--- config.mk ---
export PLATFORM = sky130hd
export DESIGN_NAME = window_zscore_normalizer_flat
export DESIGN_NICKNAME = d
export VERILOG_FILES = /design/src/rtl/wzn_pkg.sv /design/src/rtl/wzn_if.sv /design/src/rtl/wzn_front.sv /design/src/rtl/wzn_back.sv /design/src/rtl/window_zscore_normalizer.sv /design/src/flat_wrapper.sv
export SDC_FILE = /design/constraint.sdc
export NUM_CORES = 2
export LEC_CHECK = 0
export ABC_AREA = 1
export BUFFER_PORTS_ARGS = -buffer_cell sky130_fd_sc_hd__buf_2
export CAP_MARGIN = 0
export CORE_ASPECT_RATIO = 2
export CORE_MARGIN = 10
export CORE_UTILIZATION = 30
export DETAILED_ROUTE_END_ITERATION = 8
export SKIP_CTS_REPAIR_TIMING = 1
export SLEW_MARGIN = 20
export SYNTH_ARGS = -nofsm -noshare
export SYNTH_HDL_FRONTEND = slang
export SYNTH_SLANG_ARGS = --single-unit
--- constraint.sdc ---
create_clock -name clk -period 16.56 [get_ports clk]
set_clock_uncertainty 0.05 [all_clocks]
set_input_delay 3.312 -clock clk [delete_from_list [all_inputs] [get_ports clk]]
set_output_delay 3.312 -clock clk [all_outputs]
set_load 0.01 [all_outputs]
--- src/rtl/wzn_pkg.sv ---
`timescale 1ns / 1ps
`default_nettype none
package wzn_pkg;
  localparam int SampleW = 12;
  localparam int ZW = 16;
  localparam int PosW = 6;
  localparam int WindowDefault = 64;
  localparam int SumW = 18;
  localparam int SqW = 30;
  localparam int DW = 37;
  localparam int RootW = 31;
  localparam int MagW = 19;
endpackage
`default_nettype wire

--- src/rtl/wzn_if.sv ---
`timescale 1ns / 1ps
`default_nettype none
interface wzn_in_if;
  logic valid;
  logic ready;
  logic [wzn_pkg::SampleW-1:0] sample;
  modport source (output valid, output sample, input ready);
  modport sink (input valid, input sample, output ready);
endinterface

interface wzn_out_if;
  logic valid;
  logic ready;
  logic signed [wzn_pkg::ZW-1:0] z_score;
  logic [wzn_pkg::PosW-1:0] position;
  logic last;
  modport source (output valid, output z_score, output position, output last, input ready);
  modport sink (input valid, input z_score, input position, input last, output ready);
endinterface
`default_nettype wire

--- src/rtl/wzn_front.sv ---
`timescale 1ns / 1ps
`default_nettype none
// Collect the window: store samples, keep sums, compute the root at fill.
module wzn_front #(
  parameter int WINDOW = wzn_pkg::WindowDefault
) (
  input  wire logic clk,
  input  wire logic rst,
  wzn_in_if.sink in,
  input  wire logic busy,
  input  wire logic [5:0] rd_addr,
  output logic [wzn_pkg::SampleW-1:0] rd_data,
  output logic job_valid,
  input  wire logic job_take,
  output logic [wzn_pkg::MagW-1:0] job_s,
  output logic [wzn_pkg::RootW-1:0] job_r
);
  localparam logic [6:0] WinC = 7'(WINDOW);
  localparam logic [1:0] StCollect = 2'd0;
  localparam logic [1:0] StRoot = 2'd1;
  localparam logic [1:0] StHand = 2'd2;
  localparam logic [1:0] StLoad = 2'd3;
  localparam int RootWX = wzn_pkg::RootW;
  localparam int SumW = wzn_pkg::SumW;

  logic [wzn_pkg::SampleW-1:0] mem [0:63];
  logic [1:0] state;
  logic [6:0] fill_count;
  logic [wzn_pkg::SumW-1:0] running_sum;
  logic [wzn_pkg::SqW-1:0] running_square_sum;
  logic [5:0] step;
  logic [61:0] rem;
  logic [61:0] opnd;
  logic [RootWX-1:0] root;
  logic [31:0] sq_mul;
  logic [33:0] trial;
  logic [63:0] rem_sh;

  // hold off new samples while the back end still reads the stored window
  assign in.ready = (state == StCollect) && !busy;
  assign job_valid = (state == StHand);
  assign sq_mul = 32'(in.sample) * 32'(in.sample);

  always_ff @(posedge clk) begin
    rd_data <= mem[rd_addr];
    if (in.valid && in.ready) mem[fill_count[5:0]] <= in.sample;
  end

  // one result bit a cycle, two operand bits consumed
  always_comb begin
    rem_sh = {rem, opnd[61:60]};
    trial = {root, 2'b01} + 34'd0;
  end

  always_ff @(posedge clk) begin
    if (rst) begin
      state <= StCollect;
      fill_count <= '0;
      running_sum <= '0;
      running_square_sum <= '0;
    end else begin
      case (state)
        StCollect: begin
          if (in.valid && in.ready) begin
            running_sum <= running_sum + SumW'(in.sample);
            running_square_sum <= running_square_sum + wzn_pkg::SqW'(sq_mul);
            if (fill_count + 7'd1 == WinC) begin
              state <= StLoad;
              fill_count <= '0;
            end else begin
              fill_count <= fill_count + 7'd1;
            end
          end
        end
        StLoad: state <= StRoot;
        StRoot: begin
          if (step == 6'd30) state <= StHand;
        end
        StHand: begin
          if (job_take) begin
            state <= StCollect;
            running_sum <= '0;
            running_square_sum <= '0;
          end
        end
        default: state <= StCollect;
      endcase
    end
  end

  // D and root payload
  logic [wzn_pkg::DW-1:0] nq, ss, dd;
  always_comb begin
    nq = wzn_pkg::DW'(running_square_sum) * wzn_pkg::DW'(WINDOW);
    ss = wzn_pkg::DW'(running_sum) * wzn_pkg::DW'(running_sum);
    dd = (nq > ss) ? nq - ss : '0;
  end

  // load D<<24 once the sums include the last sample, then 31 root steps
  always_ff @(posedge clk) begin
    if (state == StLoad) begin
      step <= '0;
      opnd <= {1'b0, dd, 24'd0};
      rem <= '0;
      root <= '0;
    end else if (state == StRoot) begin
      step <= step + 6'd1;
      opnd <= {opnd[59:0], 2'b00};
      if (rem_sh[63:0] >= 64'(trial)) begin
        rem <= 62'(rem_sh - 64'(trial));
        root <= {root[RootWX-2:0], 1'b1};
      end else begin
        rem <= 62'(rem_sh);
        root <= {root[RootWX-2:0], 1'b0};
      end
    end
  end
  assign job_s = wzn_pkg::MagW'(running_sum);
  assign job_r = root;
endmodule
`default_nettype wire

--- src/rtl/wzn_back.sv ---
`timescale 1ns / 1ps
`default_nettype none
// Walk the stored window, divide each deviation by the root, saturate.
module wzn_back #(
  parameter int WINDOW = wzn_pkg::WindowDefault
) (
  input  wire logic clk,
  input  wire logic rst,
  input  wire logic job_valid,
  output logic job_take,
  output logic busy,
  input  wire logic [wzn_pkg::MagW-1:0] job_s,
  input  wire logic [wzn_pkg::RootW-1:0] job_r,
  output logic [5:0] rd_addr,
  input  wire logic [wzn_pkg::SampleW-1:0] rd_data,
  wzn_out_if.source out
);
  localparam logic [1:0] StIdle = 2'd0;
  localparam logic [1:0] StRead = 2'd1;
  localparam logic [1:0] StDiv = 2'd2;
  localparam logic [1:0] StOut = 2'd3;
  localparam int NumW = 45;
  localparam int DenW = 32;

  logic [1:0] state;
  logic [5:0] k;
  logic [wzn_pkg::MagW-1:0] s;
  logic [wzn_pkg::RootW-1:0] r;
  logic neg;
  logic [NumW-1:0] quo;
  logic [DenW:0] rem;
  logic [5:0] cnt;
  logic [DenW+1:0] rsh;
  logic [DenW:0] den;
  logic [24:0] nx;
  logic [24:0] mag;

  assign job_take = job_valid && (state == StIdle);
  assign busy = (state != StIdle);
  // fetch the next sample while the current word waits, so StRead sees it
  assign rd_addr = (state == StOut) ? k + 6'd1 : k;
  assign den = {r, 1'b0} + 33'd0;
  assign nx = 25'(rd_data) * 25'(WINDOW);
  assign mag = (nx < 25'(s)) ? 25'(s) - nx : nx - 25'(s);
  assign rsh = {rem, quo[NumW-1]};
  assign out.valid = (state == StOut);

  always_ff @(posedge clk) begin
    if (rst) begin
      state <= StIdle;
    end else begin
      case (state)
        StIdle: if (job_valid) state <= StRead;
        StRead: state <= StDiv;
        StDiv: if (cnt == 6'(NumW - 1)) state <= StOut;
        StOut: begin
          if (out.ready) state <= (k == 6'(WINDOW - 1)) ? StIdle : StRead;
        end
        default: state <= StIdle;
      endcase
    end
  end

  // restoring divide of (mag<<25)+r by 2r, one quotient bit a cycle
  always_ff @(posedge clk) begin
    case (state)
      StIdle: begin
        k <= '0;
        s <= job_s;
        r <= job_r;
      end
      StRead: begin
        cnt <= '0;
        neg <= nx < 25'(s);
        quo <= NumW'({mag, 25'd0}) + NumW'(r);
        rem <= '0;
      end
      StDiv: begin
        cnt <= cnt + 6'd1;
        if (rsh >= 34'(den)) begin
          rem <= 33'(rsh - 34'(den));
          quo <= {quo[NumW-2:0], 1'b1};
        end else begin
          rem <= 33'(rsh);
          quo <= {quo[NumW-2:0], 1'b0};
        end
      end
      StOut: if (out.ready) k <= k + 6'd1;
      default: ;
    endcase
  end

  always_comb begin
    if (r == '0) out.z_score = '0;
    else if (neg) out.z_score = (quo >= 45'd32768) ? 16'sh8000 : 16'(-quo[15:0]);
    else out.z_score = (quo >= 45'd32767) ? 16'sh7fff : 16'(quo[15:0]);
  end
  assign out.position = k;
  assign out.last = (k == 6'(WINDOW - 1));
endmodule
`default_nettype wire

--- src/rtl/window_zscore_normalizer.sv ---
`timescale 1ns / 1ps
`default_nettype none
// The path from the accept of a window's last sample to the first z-score
// runs through load, 31 root steps, handoff, read and 45 divide steps.
// The back end works on one z-score at a time: a read, a 45-step divide,
// then an output word held until the receiver is ready. Input stalls from
// the last sample of a window until its last z-score is taken.
// Reset (rst, synchronous): empties the window and both sums.
module window_zscore_normalizer #(
  parameter int WINDOW = wzn_pkg::WindowDefault
) (
  input wire logic clk,
  input wire logic rst,
  wzn_in_if.sink in,
  wzn_out_if.source out
);
  logic [5:0] rd_addr;
  logic [wzn_pkg::SampleW-1:0] rd_data;
  logic job_valid, job_take, busy;
  logic [wzn_pkg::MagW-1:0] job_s;
  logic [wzn_pkg::RootW-1:0] job_r;

  // front: collect window, sums and root; hold input while the back end runs
  wzn_front #(.WINDOW(WINDOW)) u_front (
    .clk, .rst, .in, .busy, .rd_addr, .rd_data, .job_valid, .job_take, .job_s, .job_r
  );

  // back: replay window through the divider
  wzn_back #(.WINDOW(WINDOW)) u_back (
    .clk, .rst, .job_valid, .job_take, .busy, .job_s, .job_r, .rd_addr, .rd_data, .out
  );

  // a window handoff never happens while results are still going out
  a_take: assert property (@(posedge clk) disable iff (rst)
    job_take |-> !out.valid) else $error("handoff during output");
  // last marks the final position
  a_last: assert property (@(posedge clk) disable iff (rst)
    (out.valid && out.last) |-> (out.position == 6'(WINDOW - 1)))
    else $error("last misplaced");
endmodule
`default_nettype wire
--- src/flat_wrapper.sv ---
// flat-port wrapper written by rule: the top's interface ports become plain ports
module window_zscore_normalizer_flat 
#(
  parameter int WINDOW = wzn_pkg::WindowDefault
)
  (clk, rst, in_valid, in_sample, in_ready, out_valid, out_z_score, out_position, out_last, out_ready);
  wzn_in_if in_i ();
  wzn_out_if out_i ();
  input wire logic clk;
  input wire logic rst;
  input wire logic [$bits(in_i.valid)-1:0] in_valid;
  input wire logic [$bits(in_i.sample)-1:0] in_sample;
  output wire logic [$bits(in_i.ready)-1:0] in_ready;
  output wire logic [$bits(out_i.valid)-1:0] out_valid;
  output wire logic [$bits(out_i.z_score)-1:0] out_z_score;
  output wire logic [$bits(out_i.position)-1:0] out_position;
  output wire logic [$bits(out_i.last)-1:0] out_last;
  input wire logic [$bits(out_i.ready)-1:0] out_ready;
  assign in_i.valid = in_valid;
  assign in_i.sample = in_sample;
  assign in_ready = in_i.ready;
  assign out_valid = out_i.valid;
  assign out_z_score = out_i.z_score;
  assign out_position = out_i.position;
  assign out_last = out_i.last;
  assign out_i.ready = out_ready;
  window_zscore_normalizer #(.WINDOW(WINDOW)) u_core (.clk(clk), .rst(rst), .in(in_i), .out(out_i));
endmodule
==> Yosys cells after proc, flatten, opt, wreduce, memory -nomap -nowiden <==
Memories as Yosys holds them, arrays and structs flattened. A register that Yosys moved wholly into a read port is not among the register bits.
Index checks and enable logic that the tools add are counted.
{ "classes": {"eq_ne": 17, "n_addsub": 13, "n_mul": 2, "order_cmp": 6, "n_mux": 37, "n_reduce_logical": 17} }
{ "op_table": {"columns": ["operator", "n"], "rows": [
  ["61-bit 2-to-1 mux", 2],
  ["45-bit case mux with 2 select lines", 1],
  ["33-bit case mux with 2 select lines", 1],
  ["64-bit by 33-bit >= comparator with 1-bit output", 1],
  ["16-bit 2-to-1 mux", 4],
  ["62-bit 2-to-1 mux", 1],
  ["62-bit by 33-bit subtractor with 62-bit output", 1],
  ["30-bit 2-to-1 mux", 2],
  ["30-bit case mux with 2 select lines", 1],
  ["45-bit by 31-bit adder with 45-bit output", 1],
  ["45-bit by 15-bit >= comparator with 1-bit output (second input constant)", 1],
  ["45-bit by 16-bit >= comparator with 1-bit output (second input constant)", 1],
  ["18-bit by 18-bit subtractor with 19-bit output", 2],
  ["37-bit 2-to-1 mux", 1],
  ["36-bit by 36-bit subtractor with 37-bit output", 1],
  ["36-bit > comparator", 1],
  ["18-bit by 18-bit multiplier with 36-bit output", 1],
  ["18-bit 2-to-1 mux", 2],
  ["18-bit case mux with 2 select lines", 1],
  ["34-bit by 32-bit >= comparator with 1-bit output", 1],
  ["33-bit 2-to-1 mux", 1],
  ["33-bit by 32-bit subtractor with 33-bit output", 1],
  ["31-bit zero test", 1],
  ["30-bit by 24-bit adder with 30-bit output", 1],
  ["other kinds (27)", 61]
]} }
{ "word_totals": {"wordCells": 110, "mem_bits_rw": 768, "inputBits": 16, "memories": 1, "out_inout_bits": 25, "ff_bits": 336} }
{ "mem_list": {"columns": ["memory", "words", "word_bits", "read_ports", "rd_clocked_by_memory_dff", "wr", "line_no", "text"], "rows": [
  ["u_core.u_front.mem", 64, 12, 1, 1, 1, "wzn_front.sv:26", "logic [wzn_pkg::SampleW-1:0] mem [0:63];"]
]} }

==> Logic depth before layout (Yosys ltp) <==
{ "logic_depth": {"ltp_word": 6, "depth_mapped": 39, "depth_no_buf": 38} }

==> Cells and area by module <==
Synthesis repeated with hierarchy kept, for this count alone.
{ "unflattened": {"hier_cells": 7834, "area_unflattened_um2": 70117.2} }
{ "modules_own_cells": {"columns": ["module", "area_per_inst_um2", "seq_area_each_um2", "instances", "cells_each"], "rows": [
  ["wzn_front", 59383.2, 27526.4, 1, 6448],
  ["wzn_back", 10734.0, 4274.1, 1, 1386]
]} }

==> Worst setup path before layout <==
Ideal clock, no wire load.
{ "synth_path": {"path_kind": "input to register", "start": "in in_sample[0]", "end": "reg u_core.u_front.running_square_sum[26] (netlist name)", "t_required_ns": 16.440, "arrival_ns": 7.941, "cell_stages": 24, "path_slack_ns": 8.499, "setup_time_ns": 0.070, "n_path_buf": 1, "cell_sequence": "clkbuf_1 nand2_1 inv_1 fa_1 inv_1 fa_1 inv_1 fa_1 inv_1 fa_1 inv_1 fa_1 ha_1 inv_1 o21ai_0 a21oi_1 o21ai_0 nand2_1 nand3_1 nand2_1 nand2_1 nand2_1 or2_2 a21oi_1"} }
{ "synth_via": {"elab_chain_cells": 4} }
{ "synth_lines": {"columns": ["element", "line_no", "text"], "rows": [
  ["from (decl)", "flat_wrapper.sv:12", "input wire logic [$bits(in_i.sample)-1:0] in_sample;"],
  ["12-bit by 12-bit multiplier with 24-bit output", "wzn_front.sv:42", "assign sq_mul = 32'(in.sample) * 32'(in.sample);"],
  ["30-bit by 24-bit adder with 30-bit output", "wzn_front.sv:66", "running_square_sum <= running_square_sum + wzn_pkg::SqW'(sq_mul);"],
  ["30-bit 2-to-1 mux", "wzn_front.sv:64", "if (in.valid && in.ready) begin"],
  ["30-bit case mux with 2 select lines", "wzn_front.sv:62", "case (state)"],
  ["to (signal assigned)", "wzn_front.sv:66", null],
  ["to (decl)", "wzn_front.sv:30", "logic [wzn_pkg::SqW-1:0] running_square_sum;"]
]} }
No other way between the ends. The select of a mux whose other input is x is not followed.
A chain may end at the register's enable or synchronous reset.

==> Final worst setup path <==
{ "layout_path": {"start": "reg u_core.u_front.running_sum[7] (netlist name)", "end": "reg u_core.u_front.opnd[43] (data pin)"} }
{ "layout_via": {"elab_chain_cells": 4, "word_cells_on_any_way": 5, "classes_between": "1 x add/sub; 1 x mul; 1 x order compare; 2 x mux"} }
{ "layout_lines": {"columns": ["element", "line_no", "text"], "rows": [
  ["from (decl)", "wzn_front.sv:29", "logic [wzn_pkg::SumW-1:0] running_sum;"],
  ["from (signal assigned)", "wzn_front.sv:65", "running_sum <= running_sum + SumW'(in.sample);"],
  ["18-bit by 18-bit multiplier with 36-bit output *", "wzn_front.sv:95", "ss = wzn_pkg::DW'(running_sum) * wzn_pkg::DW'(running_sum);"],
  ["36-bit by 36-bit subtractor with 37-bit output or 36-bit > comparator (tied branches)", "wzn_front.sv:96", "dd = (nq > ss) ? nq - ss : '0;"],
  ["37-bit 2-to-1 mux *", "wzn_front.sv:96", null],
  ["61-bit 2-to-1 mux *", "wzn_front.sv:101", "if (state == StLoad) begin"],
  ["to (signal assigned)", "wzn_front.sv:103", "opnd <= {1'b0, dd, 24'd0};"],
  ["to (signal assigned)", "wzn_front.sv:108", "opnd <= {opnd[59:0], 2'b00};"],
  ["to (decl)", "wzn_front.sv:33", "logic [61:0] opnd;"]
]} }
Every way passes the cells marked *; elsewhere a longest branch is shown, timed or not.

==> flow_metrics.tcl <==
set metrics [dict create \
    status "finished clean" \
    worstMarginPinSlew_ns 1.19 \
    p_per_area_mw_per_mm2 156 \
    fp.dieH_um 696 \
    wl_per_cell_um 20.0 \
    syn_area_per_cell_um2 9.22 \
    critPathKind "reg -> reg" \
    die_x_um 358 \
    ys_dominant_reg_cell "edfxtp_1" \
    antenna_found_initial 2 \
    period_share_pct 54.1 \
    whs_ns 0.381 \
    synth_edf_count 944 \
    min_from "u_core.u_front.job_r[1]" \
    io_buffers 40 \
    cts-root-buf "clkbuf_16" \
    setup_viol 0 \
    synth_area_leaders "edfxtp_1 41%, fa_1 9.5%, nand2_1 7.0%" \
    synthToLayoutAreaGrowth_pct 10.1 \
    ioPinCount 41 \
    relSlewSlack_pct 20.4 \
    syn_nets 8106 \
    synth-seq-area-share_pct 46.3 \
    ant_nets 0 \
    crit_path_end_kind "flip-flop" \
    critPathSlowestCell "dfxtp_1" \
    synth_top_cell_by_area "edfxtp_1" \
    coreArea_mm2 0.228 \
    syn_area_mm2 0.0686 \
    grt_pass1_wl_mm 316 \
    track_usage_pct 16.3 \
    grt_pass1_vias 55000 \
    cts.clk_slew.worst_paths_ns 0.07 \
    hold_path.class "reg -> reg" \
    rsz0062_at_grt "no" \
    p_leak_nw 31.8 \
    crit_path_start_kind "flip-flop" \
    grt.overflow.total 0 \
    cp.required_ns 16.96 \
    max_freq_ghz 0.112 \
    reg2reg_depth 26 \
    power_mw 11.8 \
    tns_ns 0 \
    vias 52800 \
    dr.first_iter.drc_count 3469 \
    arrival_ns 9.35 \
    r2r-start "u_core.u_front.running_sum[7]" \
    final_cells 10500 \
    cts_tree "built" \
    synth.ff_latch_count 1115 \
    min_path_cells 0 \
    gp_congestion 0.982 \
    r2r_slack_ns 7.61 \
    cts_htree_levels 3 \
    timing.rr.end "u_core.u_front.opnd[43]" \
    cpMostUsedCell "fa_1" \
    drt-vias-per-instance 5.05 \
    synth.most_common_cell "nand2_1" \
    placed_area_mm2 0.0723 \
    worstSkewPairLatency_ns 0.73 \
    yosysWarningCount 0 \
    peakVddDrop_mv 0.133 \
    start_util_pct 30.1 \
    netlist_instances 7435 \
    slowest_delay_ns 1.11 \
    rows 248 \
    first_pass_iters 6 \
    final_nets 8058 \
    dpl.cell_count 10300 \
    final_area_mm2 0.0755 \
    clockBufferDepth 3 \
    drc_errors 0 \
    clock-sinks 1115 \
    synthArstFlopShare_pct 0 \
    grt_max_degree 208 \
    synth_cell_type_count 61 \
    cts_buffers 92 \
    worstPathMaxFanout 26 \
    routed_wl_mm 209 \
    maxCapViolations 0 \
    place.detailed.hpwl_mm 151 \
    synth_top_area_share_pct 41.3 \
    synthTopCellsByCount "1280 x nand2_1, 1051 x inv_1, 944 x edfxtp_1" \
    dieArea_mm2 0.249 \
    hold_violations 0 \
    drive_gt1_share_pct 5.29 \
    drv_slew 0 \
    min_to "u_core.u_back.r[1]" \
    finalCriticalPeriod_ns 8.95 \
]
worst max path at each step:
stage / startpoint / to / slack [ns] / cells after the start
2_1_floorplan: in_sample[0] / u_core.u_front.running_square_sum[26] / 8.50 / 24
3_3_place_gp: in_sample[1] / u_core.u_front.running_square_sum[15] / 7.55 / 22
3_5_place_dp: in_sample[1] / u_core.u_front.running_square_sum[15] / 7.47 / 22
4_1_cts: u_core.u_front.running_sum[2] / u_core.u_front.opnd[57] / 7.66 / 26
5_1_grt: u_core.u_front.running_sum[7] / u_core.u_front.opnd[40] / 7.23 / 30
6_report: u_core.u_front.running_sum[7] / u_core.u_front.opnd[43] / 7.61 / 26
where the power goes:
group | switching [mW] | internal, mW | total, mW
Combinational | 4.07 | 1.84 | 5.91
Clock | 1.11 | 1.19 | 2.30
Sequential | 0.200 | 3.35 | 3.55
Total | 5.37 | 6.38 | 11.8
worst max-delay path, delay by kind of cell (launching register included):
family,cells,cell delay [ns]
adder cells (fa/ha/maj),8,3.59
AO/OA/AOI/OAI,9,2.24
flip-flops,1,1.11
AND/OR/NAND/NOR,4,0.84
buffers and inverters,4,0.47
XOR/XNOR,1,0.38
layout make-up:
type / instances / area, um2
inverters: 1067 / 4020
multi-input cells: 4956 / 31700
repair buffers: 155 / 1120
clock inverters: 57 / 688
well taps: 3000 / 3750
diodes: 2 / 5.00
fillers: 23300 / 152000
flip-flops and latches: 1115 / 31800
clock buffers: 114 / 2410
cell usage in the layout, fill, tap and decap left out, types with 6 or more instances in the layout:
cell        netlist  layout
dfxtp_1         171     170
a21boi_0         30      30
clkbuf_1        234      19
o21bai_1         20      20
buf_4             8     120
inv_1          1051    1047
buf_2            35      32
nor4_1           25      24
nand4_1          46      46
a21oi_1         322     322
edfxtp_1        944     944
a21o_1           32      32
nor2_2            9      16
o31ai_1           6       6
nand3_1         307     307
clkinv_1          3      11
clkinvlp_4        0       7
a31oi_1          21      21
or2_2            11      11
bufinv_16         0       8
fa_1            324     324
nand3b_1         39      39
clkbuf_16         0      92
o22ai_1          90      90
o21ai_1          10      10
nand2_2          20      19
o211ai_1         74      74
clkinv_2          0      18
o21a_1           10      10
xnor2_1          84      84
o21ai_0         675     673
ha_1            331     328
xor2_1           74      74
nand2_1        1280    1280
o221ai_1        138     138
nor3_1           55      55
inv_2            12      14
nor2_1          877     869
routing by layer:
layer,vias up,routed length (um),track usage (%)
met1,25800,69700,15.7
met2,1529,114000,31.6
met4,0,17900,12.3
met3,635,7380,1.39
li1,24800,-,-
met5,-,0,0
kinds of logic after synthesis:
group | synth area share [%]
AO/OA/AOI/OAI | 12.3
XOR/XNOR | 2.02
adder cells (fa/ha/maj) | 15.5
buffers and inverters | 7.61
flip-flops | 46.3
multiplexers | 0.0328
AND/OR/NAND/NOR | 16.2
sequential cells by signal (all words and copies together) (netlist names), 6 cells and up:
| signal | flops |
|---|---|
| u_core.u_back.cnt | 6 |
| u_core.u_back.out.position | 6 |
| u_core.u_back.quo | 45 |
| u_core.u_back.r | 31 |
| u_core.u_back.rem | 33 |
| u_core.u_back.s | 18 |
| u_core.u_front.fill_count | 7 |
| u_core.u_front.job_r | 31 |
| u_core.u_front.mem | 768 |
| u_core.u_front.opnd | 37 |
| u_core.u_front.rd_data | 12 |
| u_core.u_front.rem | 62 |
| u_core.u_front.running_square_sum | 30 |
| u_core.u_front.running_sum | 18 |
| u_core.u_front.step | 6 |
through the flow:
step,setup WS (ns),utilization (%)
floorplan,8.50,-
global placement,7.55,31.8
detailed placement,7.47,31.8
CTS,7.66,33.1
global route,7.23,33.1
finish,7.61,33.1
Note: power is estimated with default switching activity, not from simulation.
